File: src/hdl/wtmf_pkg.sv
// Shared constants and command type for the window trimmed mean filter.
`timescale 1ns / 1ps
`default_nettype none

package wtmf_pkg;

    localparam int DIST_W       = 16;
    localparam int CH_W         = 2;
    localparam int Q_W          = 16;
    localparam int WINDOW_DEF   = 8;
    localparam int KEEP_DEF     = 4;
    localparam int TRIM_DEF     = 2;
    localparam int CHANNELS_DEF = 4;

    typedef struct packed {
        logic load;
        logic write;
        logic sort_init;
        logic rd_en;
        logic acc_clr;
        logic acc_en;
        logic div_en;
        logic out_load;
    } dp_cmd_t;

endpackage

`default_nettype wire

File: src/hdl/window_trimmed_mean_filter_top.sv
// Top level of the per-channel sliding window trimmed mean filter.
// Per item: load, write to the channel's window, scan the window one read per cycle into
// the sorter, sum the kept ranks in KEEP steps, divide, register; an out-of-range channel
// skips to the output. One item at a time; a result waits while the next item is taken.
// Reset (rst_n, async active low) clears control state and every window's fill count,
// so all windows read as zero; the window memory itself is not swept.
`timescale 1ns / 1ps
`default_nettype none

module window_trimmed_mean_filter_top #(
    parameter int WINDOW   = wtmf_pkg::WINDOW_DEF,
    parameter int KEEP     = wtmf_pkg::KEEP_DEF,
    parameter int TRIM     = wtmf_pkg::TRIM_DEF,
    parameter int CHANNELS = wtmf_pkg::CHANNELS_DEF
) (
    input  wire logic                         clk,
    input  wire logic                         rst_n,
    input  wire logic                         s_tvalid,
    output logic                              s_tready,
    input  wire logic [15:0]                  s_tdata,   // [15:0] distance
    input  wire logic [wtmf_pkg::CH_W-1:0]    s_tuser,   // [1:0] channel
    output logic                              m_tvalid,
    input  wire logic                         m_tready,
    output logic [15:0]                       m_tdata,   // [15:0] filtered_distance
    output logic [wtmf_pkg::CH_W-1:0]         m_tuser    // [1:0] out_channel
);

    localparam int MAX_WK = (WINDOW > KEEP) ? WINDOW : KEEP;
    localparam int CNT_W  = $clog2(MAX_WK);

    wtmf_pkg::dp_cmd_t cmd;
    logic [CNT_W-1:0]  idx;
    logic              in_range;

    wtmf_ctrl #(
        .WINDOW (WINDOW),
        .KEEP   (KEEP),
        .CNT_W  (CNT_W)
    ) u_ctrl (
        .clk       (clk),
        .rst_n     (rst_n),
        .in_valid  (s_tvalid),
        .in_ready  (s_tready),
        .out_valid (m_tvalid),
        .out_ready (m_tready),
        .in_range  (in_range),
        .cmd       (cmd),
        .idx       (idx)
    );

    wtmf_dp #(
        .WINDOW   (WINDOW),
        .KEEP     (KEEP),
        .TRIM     (TRIM),
        .CHANNELS (CHANNELS),
        .CNT_W    (CNT_W)
    ) u_dp (
        .clk          (clk),
        .rst_n        (rst_n),
        .cmd          (cmd),
        .idx          (idx),
        .in_channel   (s_tuser),
        .in_distance  (s_tdata),
        .in_range     (in_range),
        .out_channel  (m_tuser),
        .out_distance (m_tdata)
    );

endmodule

`default_nettype wire

File: src/hdl/wtmf_ctrl.sv
// Sequencing state machine and output valid register of the filter.
`timescale 1ns / 1ps
`default_nettype none

module wtmf_ctrl #(
    parameter int WINDOW = wtmf_pkg::WINDOW_DEF,
    parameter int KEEP   = wtmf_pkg::KEEP_DEF,
    parameter int CNT_W  = 3
) (
    input  wire logic             clk,
    input  wire logic             rst_n,
    input  wire logic             in_valid,
    output logic                  in_ready,
    output logic                  out_valid,
    input  wire logic             out_ready,
    input  wire logic             in_range,
    output wtmf_pkg::dp_cmd_t     cmd,
    output logic [CNT_W-1:0]      idx
);

    localparam logic [2:0] S_IDLE  = 3'd0;
    localparam logic [2:0] S_WRITE = 3'd1;
    localparam logic [2:0] S_READ  = 3'd2;
    localparam logic [2:0] S_DRAIN = 3'd3;
    localparam logic [2:0] S_SUM   = 3'd4;
    localparam logic [2:0] S_DIV   = 3'd5;
    localparam logic [2:0] S_DONE  = 3'd6;

    logic [2:0]       state_reg;
    logic [2:0]       state_next;
    logic [CNT_W-1:0] cnt_reg;
    logic [CNT_W-1:0] cnt_next;
    logic             out_valid_reg;
    logic             out_valid_next;

    always_comb
    begin
        state_next = state_reg;
        cnt_next   = cnt_reg;
        cmd        = '0;
        in_ready   = 1'b0;
        unique case (state_reg)
            S_IDLE:
            begin
                in_ready = 1'b1;
                cnt_next = '0;
                if (in_valid)
                begin
                    cmd.load   = 1'b1;
                    state_next = in_range ? S_WRITE : S_DONE;
                end
            end
            S_WRITE:
            begin
                cmd.write     = 1'b1;
                cmd.sort_init = 1'b1;
                state_next    = S_READ;
            end
            S_READ:
            begin
                cmd.rd_en = 1'b1;
                cnt_next  = cnt_reg + 1'b1;
                if (cnt_reg == CNT_W'(WINDOW - 1))
                begin
                    cnt_next   = '0;
                    state_next = S_DRAIN;
                end
            end
            S_DRAIN:
            begin
                cmd.acc_clr = 1'b1;
                state_next  = S_SUM;
            end
            S_SUM:
            begin
                cmd.acc_en = 1'b1;
                cnt_next   = cnt_reg + 1'b1;
                if (cnt_reg == CNT_W'(KEEP - 1))
                begin
                    cnt_next   = '0;
                    state_next = S_DIV;
                end
            end
            S_DIV:
            begin
                cmd.div_en = 1'b1;
                state_next = S_DONE;
            end
            S_DONE:
            begin
                if (!out_valid_reg || out_ready)
                begin
                    cmd.out_load = 1'b1;
                    state_next   = S_IDLE;
                end
            end
            default:
            begin
                state_next = S_IDLE;
            end
        endcase
    end

    always_comb
    begin
        out_valid_next = out_valid_reg;
        if (out_valid_reg && out_ready)
        begin
            out_valid_next = 1'b0;
        end
        if (cmd.out_load)
        begin
            out_valid_next = 1'b1;
        end
    end

    always_ff @(posedge clk or negedge rst_n)
    begin
        if (!rst_n)
        begin
            state_reg     <= S_IDLE;
            cnt_reg       <= '0;
            out_valid_reg <= 1'b0;
        end
        else
        begin
            state_reg     <= state_next;
            cnt_reg       <= cnt_next;
            out_valid_reg <= out_valid_next;
        end
    end

    assign idx       = cnt_reg;
    assign out_valid = out_valid_reg;

endmodule

`default_nettype wire

File: src/hdl/wtmf_dp.sv
// Datapath: window memory, insertion sorter, rank accumulator and divider.
`timescale 1ns / 1ps
`default_nettype none

module wtmf_dp #(
    parameter int WINDOW   = wtmf_pkg::WINDOW_DEF,
    parameter int KEEP     = wtmf_pkg::KEEP_DEF,
    parameter int TRIM     = wtmf_pkg::TRIM_DEF,
    parameter int CHANNELS = wtmf_pkg::CHANNELS_DEF,
    parameter int CNT_W    = 3
) (
    input  wire logic                          clk,
    input  wire logic                          rst_n,
    input  wire wtmf_pkg::dp_cmd_t             cmd,
    input  wire logic [CNT_W-1:0]              idx,
    input  wire logic [wtmf_pkg::CH_W-1:0]     in_channel,
    input  wire logic [wtmf_pkg::DIST_W-1:0]   in_distance,
    output logic                               in_range,
    output logic [wtmf_pkg::CH_W-1:0]          out_channel,
    output logic [wtmf_pkg::DIST_W-1:0]        out_distance
);

    localparam int DW    = wtmf_pkg::DIST_W;
    localparam int QW    = wtmf_pkg::Q_W;
    localparam int IW    = $clog2(WINDOW);
    localparam int FW    = $clog2(WINDOW + 1);
    localparam int CW    = (CHANNELS > 1) ? $clog2(CHANNELS) : 1;
    localparam int DEPTH = CHANNELS * (2 ** IW);
    localparam int AW    = $clog2(DEPTH);
    localparam int KW    = $clog2(KEEP);
    localparam int SUM_W = DW + KW;
    localparam int BASE  = WINDOW / 2 - TRIM;
    localparam int SH    = SUM_W + KW;
    localparam int MW    = SUM_W + 1;
    localparam int PW    = SUM_W + MW;
    localparam logic [MW-1:0] RECIP =
        MW'(((longint'(1) << SH) + longint'(KEEP) - 1) / longint'(KEEP));

    logic [wtmf_pkg::CH_W-1:0] ch_reg;
    logic [DW-1:0]             smp_reg;
    logic [FW-1:0]             fill_reg [CHANNELS];
    logic [IW-1:0]             ptr_reg  [CHANNELS];
    logic [FW-1:0]             cur_fill_reg;
    logic [DW-1:0]             mem [DEPTH];
    logic [DW-1:0]             mem_q_reg;
    logic                      rd_valid_reg;
    logic [IW-1:0]             rd_idx_reg;
    logic [DW-1:0]             sort_reg  [WINDOW];
    logic [DW-1:0]             sort_next [WINDOW];
    logic [SUM_W-1:0]          acc_reg;
    logic [QW-1:0]             q_reg;
    logic [wtmf_pkg::CH_W-1:0] out_ch_reg;
    logic [DW-1:0]             out_dist_reg;

    logic [CW-1:0]             row;
    logic [FW-1:0]             fill_cur;
    logic [FW-1:0]             fill_wr;
    logic [IW-1:0]             ptr_cur;
    logic [IW-1:0]             ptr_wr;
    logic [AW-1:0]             wr_addr;
    logic [AW-1:0]             rd_addr;
    logic [DW-1:0]             ins_val;
    logic [IW-1:0]             rank;
    logic [PW-1:0]             prod;

    assign in_range = (32'(in_channel) < 32'(CHANNELS));
    assign row      = CW'(ch_reg);
    assign fill_cur = fill_reg[row];
    assign ptr_cur  = ptr_reg[row];
    assign fill_wr  = (fill_cur == FW'(WINDOW)) ? fill_cur : fill_cur + 1'b1;
    assign ptr_wr   = (ptr_cur == IW'(WINDOW - 1)) ? '0 : ptr_cur + 1'b1;
    assign wr_addr  = AW'({row, ptr_cur});
    assign rd_addr  = AW'({row, idx[IW-1:0]});

    // slots beyond the fill count were not written since reset and read as zero
    assign ins_val  = (FW'(rd_idx_reg) < cur_fill_reg) ? mem_q_reg : '0;

    // floor(sum / KEEP) by reciprocal multiplication, exact for any SUM_W-bit sum
    assign prod     = PW'(acc_reg) * PW'(RECIP);

    always_comb
    begin
        sort_next[0] = (sort_reg[0] <= ins_val) ? sort_reg[0] : ins_val;
        for (int i = 1; i < WINDOW; i++)
        begin
            if (sort_reg[i] <= ins_val)
            begin
                sort_next[i] = sort_reg[i];
            end
            else if (sort_reg[i-1] <= ins_val)
            begin
                sort_next[i] = ins_val;
            end
            else
            begin
                sort_next[i] = sort_reg[i-1];
            end
        end
    end

    always_comb
    begin
        int r;
        r = BASE + int'(idx);
        if (r < 0)
        begin
            r = 0;
        end
        if (r > WINDOW - 1)
        begin
            r = WINDOW - 1;
        end
        rank = IW'(r);
    end

    always_ff @(posedge clk or negedge rst_n)
    begin
        if (!rst_n)
        begin
            for (int i = 0; i < CHANNELS; i++)
            begin
                fill_reg[i] <= '0;
                ptr_reg[i]  <= '0;
            end
            rd_valid_reg <= 1'b0;
        end
        else
        begin
            rd_valid_reg <= cmd.rd_en;
            if (cmd.write)
            begin
                fill_reg[row] <= fill_wr;
                ptr_reg[row]  <= ptr_wr;
            end
        end
    end

    always_ff @(posedge clk)
    begin
        if (cmd.write)
        begin
            mem[wr_addr] <= smp_reg;
        end
        if (cmd.rd_en)
        begin
            mem_q_reg <= mem[rd_addr];
        end
    end

    always_ff @(posedge clk)
    begin
        if (cmd.load)
        begin
            ch_reg  <= in_channel;
            smp_reg <= in_distance;
        end
        if (cmd.write)
        begin
            cur_fill_reg <= fill_wr;
        end
        if (cmd.rd_en)
        begin
            rd_idx_reg <= idx[IW-1:0];
        end
        if (cmd.sort_init)
        begin
            for (int i = 0; i < WINDOW; i++)
            begin
                sort_reg[i] <= '1;
            end
        end
        else if (rd_valid_reg)
        begin
            sort_reg <= sort_next;
        end
        if (cmd.acc_clr)
        begin
            acc_reg <= '0;
        end
        else if (cmd.acc_en)
        begin
            acc_reg <= acc_reg + SUM_W'(sort_reg[rank]);
        end
        if (cmd.load)
        begin
            q_reg <= '0;
        end
        else if (cmd.div_en)
        begin
            q_reg <= prod[SH +: QW];
        end
        if (cmd.out_load)
        begin
            out_ch_reg   <= ch_reg;
            out_dist_reg <= DW'(q_reg);
        end
    end

    assign out_channel  = out_ch_reg;
    assign out_distance = out_dist_reg;

endmodule

`default_nettype wire

File: config.mk
export PLATFORM = sky130hd
export DESIGN_NAME = window_trimmed_mean_filter_top
export DESIGN_NICKNAME = d
export VERILOG_FILES = /design/src/hdl/wtmf_pkg.sv /design/src/hdl/window_trimmed_mean_filter_top.sv /design/src/hdl/wtmf_ctrl.sv /design/src/hdl/wtmf_dp.sv
export SDC_FILE = /design/constraint.sdc
export NUM_CORES = 1
export LEC_CHECK = 0
export ABC_AREA = 1
export BUFFER_PORTS_ARGS = -buffer_cell sky130_fd_sc_hd__buf_2
export CAP_MARGIN = 30
export CORE_ASPECT_RATIO = 0.6
export CORE_MARGIN = 3
export CORE_UTILIZATION = 45
export DETAILED_ROUTE_END_ITERATION = 6
export PLACE_DENSITY = 0.63
export REMOVE_ABC_BUFFERS = 1
export SLEW_MARGIN = 20
export SYNTH_ARGS = -nofsm -noshare
export SYNTH_HDL_FRONTEND = slang
export SYNTH_SLANG_ARGS = --single-unit
File: constraint.sdc
create_clock -name clk -period 8.2 [get_ports clk]
set_clock_uncertainty 0.05 [all_clocks]
set_input_delay 1.64 -clock clk [delete_from_list [all_inputs] [get_ports clk]]
set_output_delay 1.64 -clock clk [all_outputs]
set_load 0.05 [all_outputs]
Word level (Yosys, flattened, before mapping)
Memories as Yosys holds them, arrays and structs flattened. A register that Yosys moved wholly into a read port is not among the register bits.
Cells that the tools add are included.
Operators by class
  $lt $le $gt $ge: 14
  eq/ne operators: 14
  bitwise logic cells: 10
  $add $sub $neg: 5
  reductions and logical operators: 16
  mux-type cells: 49
Operators with widths (count)
  $mux 16: 10
  $le 16x16->1: 8
  $bmux 16 s3: 1
  $mux 3: 11
  $lt 32x1->1 const B: 1
  $pmux 3 s7: 1
  $mux 4: 5
  $add 18x16->18: 1
  $bwmux 16: 1
  $reduce_and 2->1: 8
  $eq 3x3->1 const B: 5
  $mux 1: 13
  $bwmux 12: 1
  $eq 3x2->1 const B: 3
  $pmux 3 s3: 1
  $bmux 4 s2: 1
  $demux 4 s2: 1
  $not 1->1: 8
  $add 3x1->3 const B: 2
  $bmux 3 s2: 1
  $demux 3 s2: 1
  $ne 2x1->1 const B: 3
  $add 2x3->4 const A: 1
  $add 4x1->4 const B: 1
  other kinds (18): 19
Word-level totals
  memories: 1
  output and inout bits: 20
  register bits after elaboration: 241
  logic and storage cells: 137
  input bits: 22
  bits in writable memories: 512
Memory list
  u_dp.mem: words 32, width 16, rd ports 1, clocked after Yosys merged registers in 1, write ports 1, RTL line wtmf_dp.sv:44  | logic [DW-1:0] mem [DEPTH];

Logic depth before layout (Yosys ltp)
Gate-level depths: netlist of run 1.
  depth after elaboration: 10
  gate-level depth with buffers: 22
  depth with buffers taken out: 21

Hierarchy
A second synthesis of run 1 with hierarchy kept.
Unflattened totals
  cell total of the unflattened synthesis: 3574
  area, all modules: 36135.9 µm²
By module, submodules not included
  wtmf_dp: times used 1, cells each 3499, area an instance 35585.4 µm²
  wtmf_ctrl: times used 1, cells each 75, area an instance 550.5 µm²

Worst setup path after synthesis of run 1
OpenSTA, ideal clock, no wires.
  path type: reg2reg
  from: reg u_dp.rd_idx_reg[1]
  to: reg u_dp.sort_reg[71] in the netlist's numbering
  library setup time: 0.117 ns
  path slack: 5.037 ns
  data required time: 8.033 ns
  cell stages (with the launch flop): 18
  buffers on the path: 2
  arrival: 2.996 ns
  cell sequence: edfxtp_1 -> ha_1 -> o21ai_1 -> nand2_1 -> nand3_1 -> nand2_1 -> buf_2 -> nor2_1 -> clkinv_1 -> ha_1 -> nand2_1 -> nor3_1 -> nand4_2 -> nand2_1 -> buf_4 -> nand2_1 -> nand3_1 -> nand2_1
On the way
  word-level cells in the longest chain between the ends: 5
RTL lines
  start: declaration: RTL line wtmf_dp.sv:47  | logic [IW-1:0] rd_idx_reg;
  start signal: assignment: RTL line wtmf_dp.sv:163  | rd_idx_reg <= idx[IW-1:0];
  $lt 3x4->1 *: RTL line wtmf_dp.sv:76  | assign ins_val = (FW'(rd_idx_reg) < cur_fill_reg) ? mem_q_reg : '0;
  $mux 16 *: RTL line wtmf_dp.sv:76
  $le 16x16->1: RTL line wtmf_dp.sv:86  | if (sort_reg[i] <= ins_val)
  $not 1->1 (no line)
  $reduce_and 2->1 (no line)
  end signal: assignment: RTL line wtmf_dp.sv:174  | sort_reg <= sort_next;
  end: declaration: RTL line wtmf_dp.sv:48  | logic [DW-1:0] sort_reg [WINDOW];
Every way passes the cells marked *; elsewhere a longest branch is shown, timed or not.
A chain may end at the register's enable or synchronous reset.

Final worst setup path of run 1
  from: reg u_dp.rd_idx_reg[1]
  to: reg u_dp.sort_reg[70] in the netlist's numbering
Same word-level chain as after synthesis.

==> results of run 1 <==
[cells in the final DEF (no fill, tap or decap), types with 61 or more instances in the layout]
master and instances:
nand2_1 652, edfxtp_1 571, nor2_1 393, o21ai_0 346
nand3_1 281, a21oi_1 254, inv_1 173, dfxtp_1 162
ha_1 157, clkbuf_16 79, buf_4 65, o22ai_1 62
nand3b_1 61
[final cells by class]
| type | count | share of cell area |
|---|---|---|
| antenna | 1 | 0.0000634 |
| inverter | 204 | 0.0196 |
| multi-input combinational | 2429 | 0.323 |
| clock inverter | 46 | 0.0106 |
| sequential | 769 | 0.539 |
| timing repair buffer | 115 | 0.0215 |
| tap | 1053 | 0.0334 |
| clock buffer | 95 | 0.0521 |
[cell usage after synthesis (8+ instances only)]
cell,instances,share of area
nand2_1,653,0.069
edfxtp_1,571,0.48
nor2_1,394,0.042
o21ai_0,346,0.049
nand3_1,281,0.039
a21oi_1,254,0.036
inv_1,173,0.018
dfxtp_1,162,0.091
ha_1,157,0.055
clkbuf_1,92,0.0097
o22ai_1,62,0.011
nand3b_1,61,0.013
buf_2,57,0.0080
o21a_1,50,0.011
nand4_1,43,0.0075
dfrtp_1,36,0.025
nor3_1,21,0.0029
o211ai_1,20,0.0042
inv_2,19,0.0020
buf_1,17,0.0018
o21ai_1,17,0.0024
buf_4,15,0.0032
a21o_1,13,0.0027
clkinv_1,12,0.0013
nand3_2,8,0.0022
[power groups by stage]
stage	Sequential (mW)	Combinational (mW)	Clock, mW
CTS	5.40	7.11	3.57
finish	5.42	7.32	3.51
global placement	5.48	6.89	0
floorplan	5.50	4.70	0
detailed placement	5.48	7.08	0
global route	5.49	8.19	3.71
[worst reg2reg max path, delay by kind of cell, from the launching register on]
family	cells	cell delay, ps
buffers and inverters	3	1110
DFF	1	370
AOI/OAI and AO/OA	1	70
adders and majority gates	2	780
and+or+nand+nor	12	2560
[cells by family (layout without fill, tap and decap cells)]
logic type | count (synthesis) | count (layout) | synth area share
AND/OR/NAND/NOR | 1491 | 1491 | 0.183
AO/OA/AOI/OAI | 774 | 774 | 0.118
flip-flops | 769 | 769 | 0.597
buffers and inverters | 387 | 460 | 0.0448
adder cells (fa/ha/maj) | 158 | 158 | 0.0557
XOR/XNOR | 6 | 6 | 0.00147
other | 0 | 1 | 0
[layer usage]
metal  routed length [µm]  vias up
met5                  153        -
met1                49100    12800
li1                     -    12600
met4                 1730        4
met3                12300      121
met2                36900     1323
[stage by stage]
step	instances	area, µm²	power, mW	setup TNS, ps
after floorplan	3402	34800	10.2	-44270
after global placement	4563	36900	12.4	0
after detailed placement	4568	37000	12.6	0
after CTS	4709	39500	16.1	0
after global routing	4711	39500	17.4	0
final	4712	39500	16.2	0
[path summary, 6_finish.rpt]
kind	to	slack, ps	cells past startpoint
worst min register to register	u_dp.out_distance[13]	380	0
worst min-delay path	u_dp.out_distance[13]	380	0
min in group asynchronous	u_ctrl.idx[0]	810	1
worst max-delay path	u_dp.sort_reg[70]	3200	18
worst max register to register	u_dp.sort_reg[70]	3200	18
max in group asynchronous	u_ctrl.idx[2]	6840	2
==> impl_results.md, run 1 <==
- Status: complete, no violations
- Nets: roughly 3800
- Total die area: 0.0827 mm²
- Worst reg2reg path startpoint: u_dp.rd_idx_reg[1]
- Initial Util: 0.457
- Pin count of the biggest net entering global routing: ~210
- Asr flop ratio synth: 0.0468
- Number of global-route vias before repair: approximately 24000
- Met2 Use GR: 0.298
- Area of the mapped netlist: ~0.036 mm²
- RSZ-0062 raised after global routing: false
- Max reg flops: ~500
- Met1 Track Usage GR: 0.397
- Crit-path max FO: 18
- Clk network pwr share: 0.216
- Final core occ: 0.506
- Crit. Startpoint: u_dp.rd_idx_reg[1]
- Worst Hold Slack: 377 ps
- Pwr Density: slightly above 400 mW/mm²
- Leak: 15.1 nW
- Met3 global-route usage: 0.0670
- CP Cell Sequence: ha_1, o21ai_1, nand2_1, nand3_1, nand2_1, nor2_1, clkinv_1, ha_1, nand2_1, nor2_1, nand4_1, inv_1, nand2_1, nand2_2, nand3_2, inv_2, nand3_1, nand2_1
- Detail Placement HPWL: between 60000 and 70000 µm
- Power share of the sequential group: 0.333
- Synth Register Bits: 769
- Buffers on Ports: 41
- Placer congestion estimate: 0.904
- Hold Vio Cnt, Final: 0
- Drt wl/cell: ~21 µm
- DRT iter0 DRCs: about 3600
- Crit share post-route: 0.609
- Post-synth EDFFs: roughly 570
- VDD IR-drop max: 0.219 mV
- CTS buffer count: just under 80
- FP Rows: 79
- Cell chosen for the clock root: clkbuf_16
- Place WS: 3390 ps
- Die Y: approximately 220 µm
- Max-slew headroom: 0.268
- Syn Inst Count: 3585
- Gate power share: 0.451
- CP peak stage delay: roughly 520 ps
- Initial antenna violation count: 3
- Net Sw Frac: 0.437
- Delay-heaviest family, CP: simple AND/OR/NAND/NOR gates
- CP Capture Type: flip-flop
- ANT nets after route: 0
- Buf/Inv on CP: 3
- Yosys warns: 0
- Drt first pass iters: 6
- Critical Path RT: 8720 ps
- Maxcap violations: 0
- All-Layer GR Usage: 0.239
- Grt ovf: 0
- Global-route wire length before repair: ~150000 µm
- Final WL: between 100000 and 150000 µm
- H-tree depth: 3
- Total core area: 0.0780 mm²
- Prevailing post-synth register cell: edfxtp_1
- Storage cell area: roughly 0.021 mm²
- Psw: around 7.1 mW
- Worst-path clk slew: about 60 ps
- Post-synthesis sequential area ratio: 0.597
- F_max: around 200 MHz
- TritonCTS clock tree: built
- Synth unique cells: 48
- Worst path slowest cell: nand3_2
- Final Critical Period: 5000 ps
- Area growth syn-to-layout: 10.8%
- DR vias: ~27000
- Fill count: ~7000
- Clock sink count: between 700 and 800
- Mean post-synth cell area: 9.94 µm²
- Drt drc: 0
- Finish-stage setup viols: 0
- Crit path DAT: 5520 ps
- Vias per std cell: approximately 5.7
- Number of setup buffers added after CTS: 0
- Clk buf depth: 3
- Internal power: 9.14 mW
- Hold Crit Class: flip-flop to flip-flop
- Max-slew violations: 0
- Multi-input logic area: 0.0128 mm²
- CP Class: flip-flop to flip-flop
- Busiest grt layer: met1
- Share of cells above drive strength 1: 0.0768
- Crit path top cell by count: nand2_1
- Min-delay src: u_dp.q_reg[13]
- Clock latency on the worst-skew pair: between 600 and 700 ps
- Setup ws final: ~3200 ps
- CP Launch Type: flip-flop
- Die X: between 300 and 400 µm
- Top Ports: 42
- Worst Tran Pin Value: 1090 ps
- Post-CTS sizing: 0
- CTS Hold Bufs: 0
(Power assumes the default switching activity.)
==> inputs of run 2 (changes only) <==
- PLACE_DENSITY: 0.63 -> 0.65
- clock period: 8.2 -> 4.55 ns (I/O delays scaled with it)
==> run 2 against run 1 <==
  * Design area up 0.76%
  * Die area stayed put
  * Sequential share of layout area decreased by 0.41 points
  * Cell count rose by 1.0%
  * Global-route usage increased by 0.13 points
  * Register-to-register slack got worse by 2600 ps
  * Largest power group unchanged
  * Clock power grew 74%
==> impl_results.md, run 2 (synthesis results as in run 1) <==
- Status: complete, no violations
- Share of cells above drive strength 1: 0.0901
- Initial Util: 0.457
- Final WL: roughly 100000 µm
- Global-route wire length before repair: 153000 µm
- Drt wl/cell: 21.1 µm
- DR vias: about 27000
- Multi-input logic area: approximately 0.013 mm²
- Drt first pass iters: 5
- ANT nets after route: 0
- Maxcap violations: 0
- CP Launch Type: flip-flop
- Die X: 369 µm
- Vias per std cell: 5.68
- Commonest non-fill, non-tap cell in the layout: nand2_1
- Worst Hold Slack: around 310 ps
- DRT iter0 DRCs: around 3400
- Pin count of the biggest net entering global routing: 176
- Total core area: between 0.07 and 0.08 mm²
- Buffers on Ports: 41
- Critical Path RT: 5080 ps
- Number of setup buffers added after CTS: 0
- Clock latency on the worst-skew pair: between 600 and 700 ps
- Area growth syn-to-layout: 11.6%
- Pwr Density: 741 mW/mm²
- Final Critical Period: between 3000 and 4000 ps
- Worst-path clk slew: roughly 60 ps
- Number of global-route vias before repair: approximately 25000
- Most frequent cells in the layout: 651 x nand2_1, 571 x edfxtp_1, 392 x nor2_1, 346 x o21ai_0, 281 x nand3_1
- VDD IR-drop max: approximately 0.47 mV
- Initial antenna violation count: 0
- Hold Crit Class: primary input to asynchronous set/reset pin
- H-tree depth: 3
- CTS buffer count: between 70 and 80
- CP Capture Type: flip-flop
- Reg2reg setup slack: 560 ps
- Setup ws final: about 560 ps
- F_max: between 200 and 300 MHz
- RSZ-0062 raised after global routing: false
- Worst Tran Pin Value: approximately 940 ps
- TritonCTS clock tree: built
- FP Rows: 79
- Cell chosen for the clock root: clkbuf_16
- Storage cell area: between 0.02 and 0.025 mm²
- Drt drc: 0
- Setup TNS: 0 ps
- Max reg flops: about 510
- CP Class: flip-flop to flip-flop
- Crit share post-route: 0.877
- Max-slew headroom: 0.371
- Die Y: 224 µm
- # diodes: 0
- Clk buf depth: 3
- Max-slew violations: 0
- Hold Vio Cnt, Final: 0
- Clock sink count: approximately 770
- Placer congestion estimate: roughly 0.9
- Leak: between 15 and 20 nW
- Crit path DAT: between 4000 and 5000 ps
- Detail Placement HPWL: between 60000 and 70000 µm
- Nets: around 3800
- Crit-path max FO: 16
- Fill count: roughly 7000
- Total die area: slightly above 0.08 mm²
- Grt ovf: 0
- Finish-stage setup viols: 0
- Place WS: 512 ps
- Top Ports: between 40 and 50
- All-Layer GR Usage: 0.240
run 2: worst paths after layout:
| path | startpoint | cells past startpoint | to |
|---|---|---|---|
| setup reg to reg | u_dp.rd_idx_reg[1] | 18 | u_dp.sort_reg[98] |
| min in group clk | s_tdata[9] | 1 | u_dp.smp_reg[9] |
| setup / recovery | u_dp.rd_idx_reg[1] | 18 | u_dp.sort_reg[98] |
| hold reg to reg | u_dp.q_reg[2] | 0 | u_dp.out_distance[2] |
| max in group asynchronous | rst_n | 1 | u_ctrl.idx[2] |
| hold / removal | rst_n | 1 | u_dp.fill_reg[9] |
run 2: area by class of cell:
cell class                 count  area share
clock inverter                35     0.00991
clock buffer                  96      0.0494
multi-input combinational   2429       0.321
tap                         1053      0.0331
inverter                     204      0.0194
sequential                   769       0.535
timing repair buffer         173      0.0317
run 2: layer usage:
| layer | GRT usage | up-vias | part of all wire | routed length (µm) |
|---|---|---|---|---|
| met4 | 0.0517 | 2 | 0.018 | 1810 |
| met2 | 0.302 | 1348 | 0.37 | 37400 |
| met3 | 0.0721 | 128 | 0.13 | 12800 |
| li1 | - | 12700 | - | - |
| met5 | 0.00622 | - | 0.00069 | 69 |
| met1 | 0.394 | 12800 | 0.48 | 48300 |
run 2: timing repair:
item,4_1_cts,5_1_grt
gates resized for setup,0,2
hold buffers,0,0
endpoints found under the setup margin,0,3
run 2: report_power, final:
group          internal, mW  leakage, nW  switching, mW  total [mW]
combinational          4.41         7.21           9.16        13.6
clock                  3.37         1.15           2.74        6.12
sequential             8.88         6.98          0.906        9.79
total                  16.7         15.3           12.8        29.5
run 2: critical path, cell delays in order, from the launching register on:
cell	delay (ps)
edfxtp_1	370
ha_1	290
o21ai_1	90
nand2_1	60
nand3_1	100
nand2_2	220
nor2_1	280
inv_2	170
ha_1	330
nand2_1	80
nor2_1	350
nand2_1	100
nand2_1	180
nand2_1	90
nand2_2	210
nand3_2	310
inv_2	390
nand3_1	130
nand2_1	90
run 2: through the flow:
stage	area, µm²	cells	utilization	power, mW
after global routing	39800	4759	0.510	31.6
after floorplan	34800	3402	-	18.4
after global placement	37400	4626	0.479	22.8
after CTS	39800	4759	0.510	29.2
after detailed placement	37400	4628	0.480	23.1
final	39800	4759	0.510	29.5
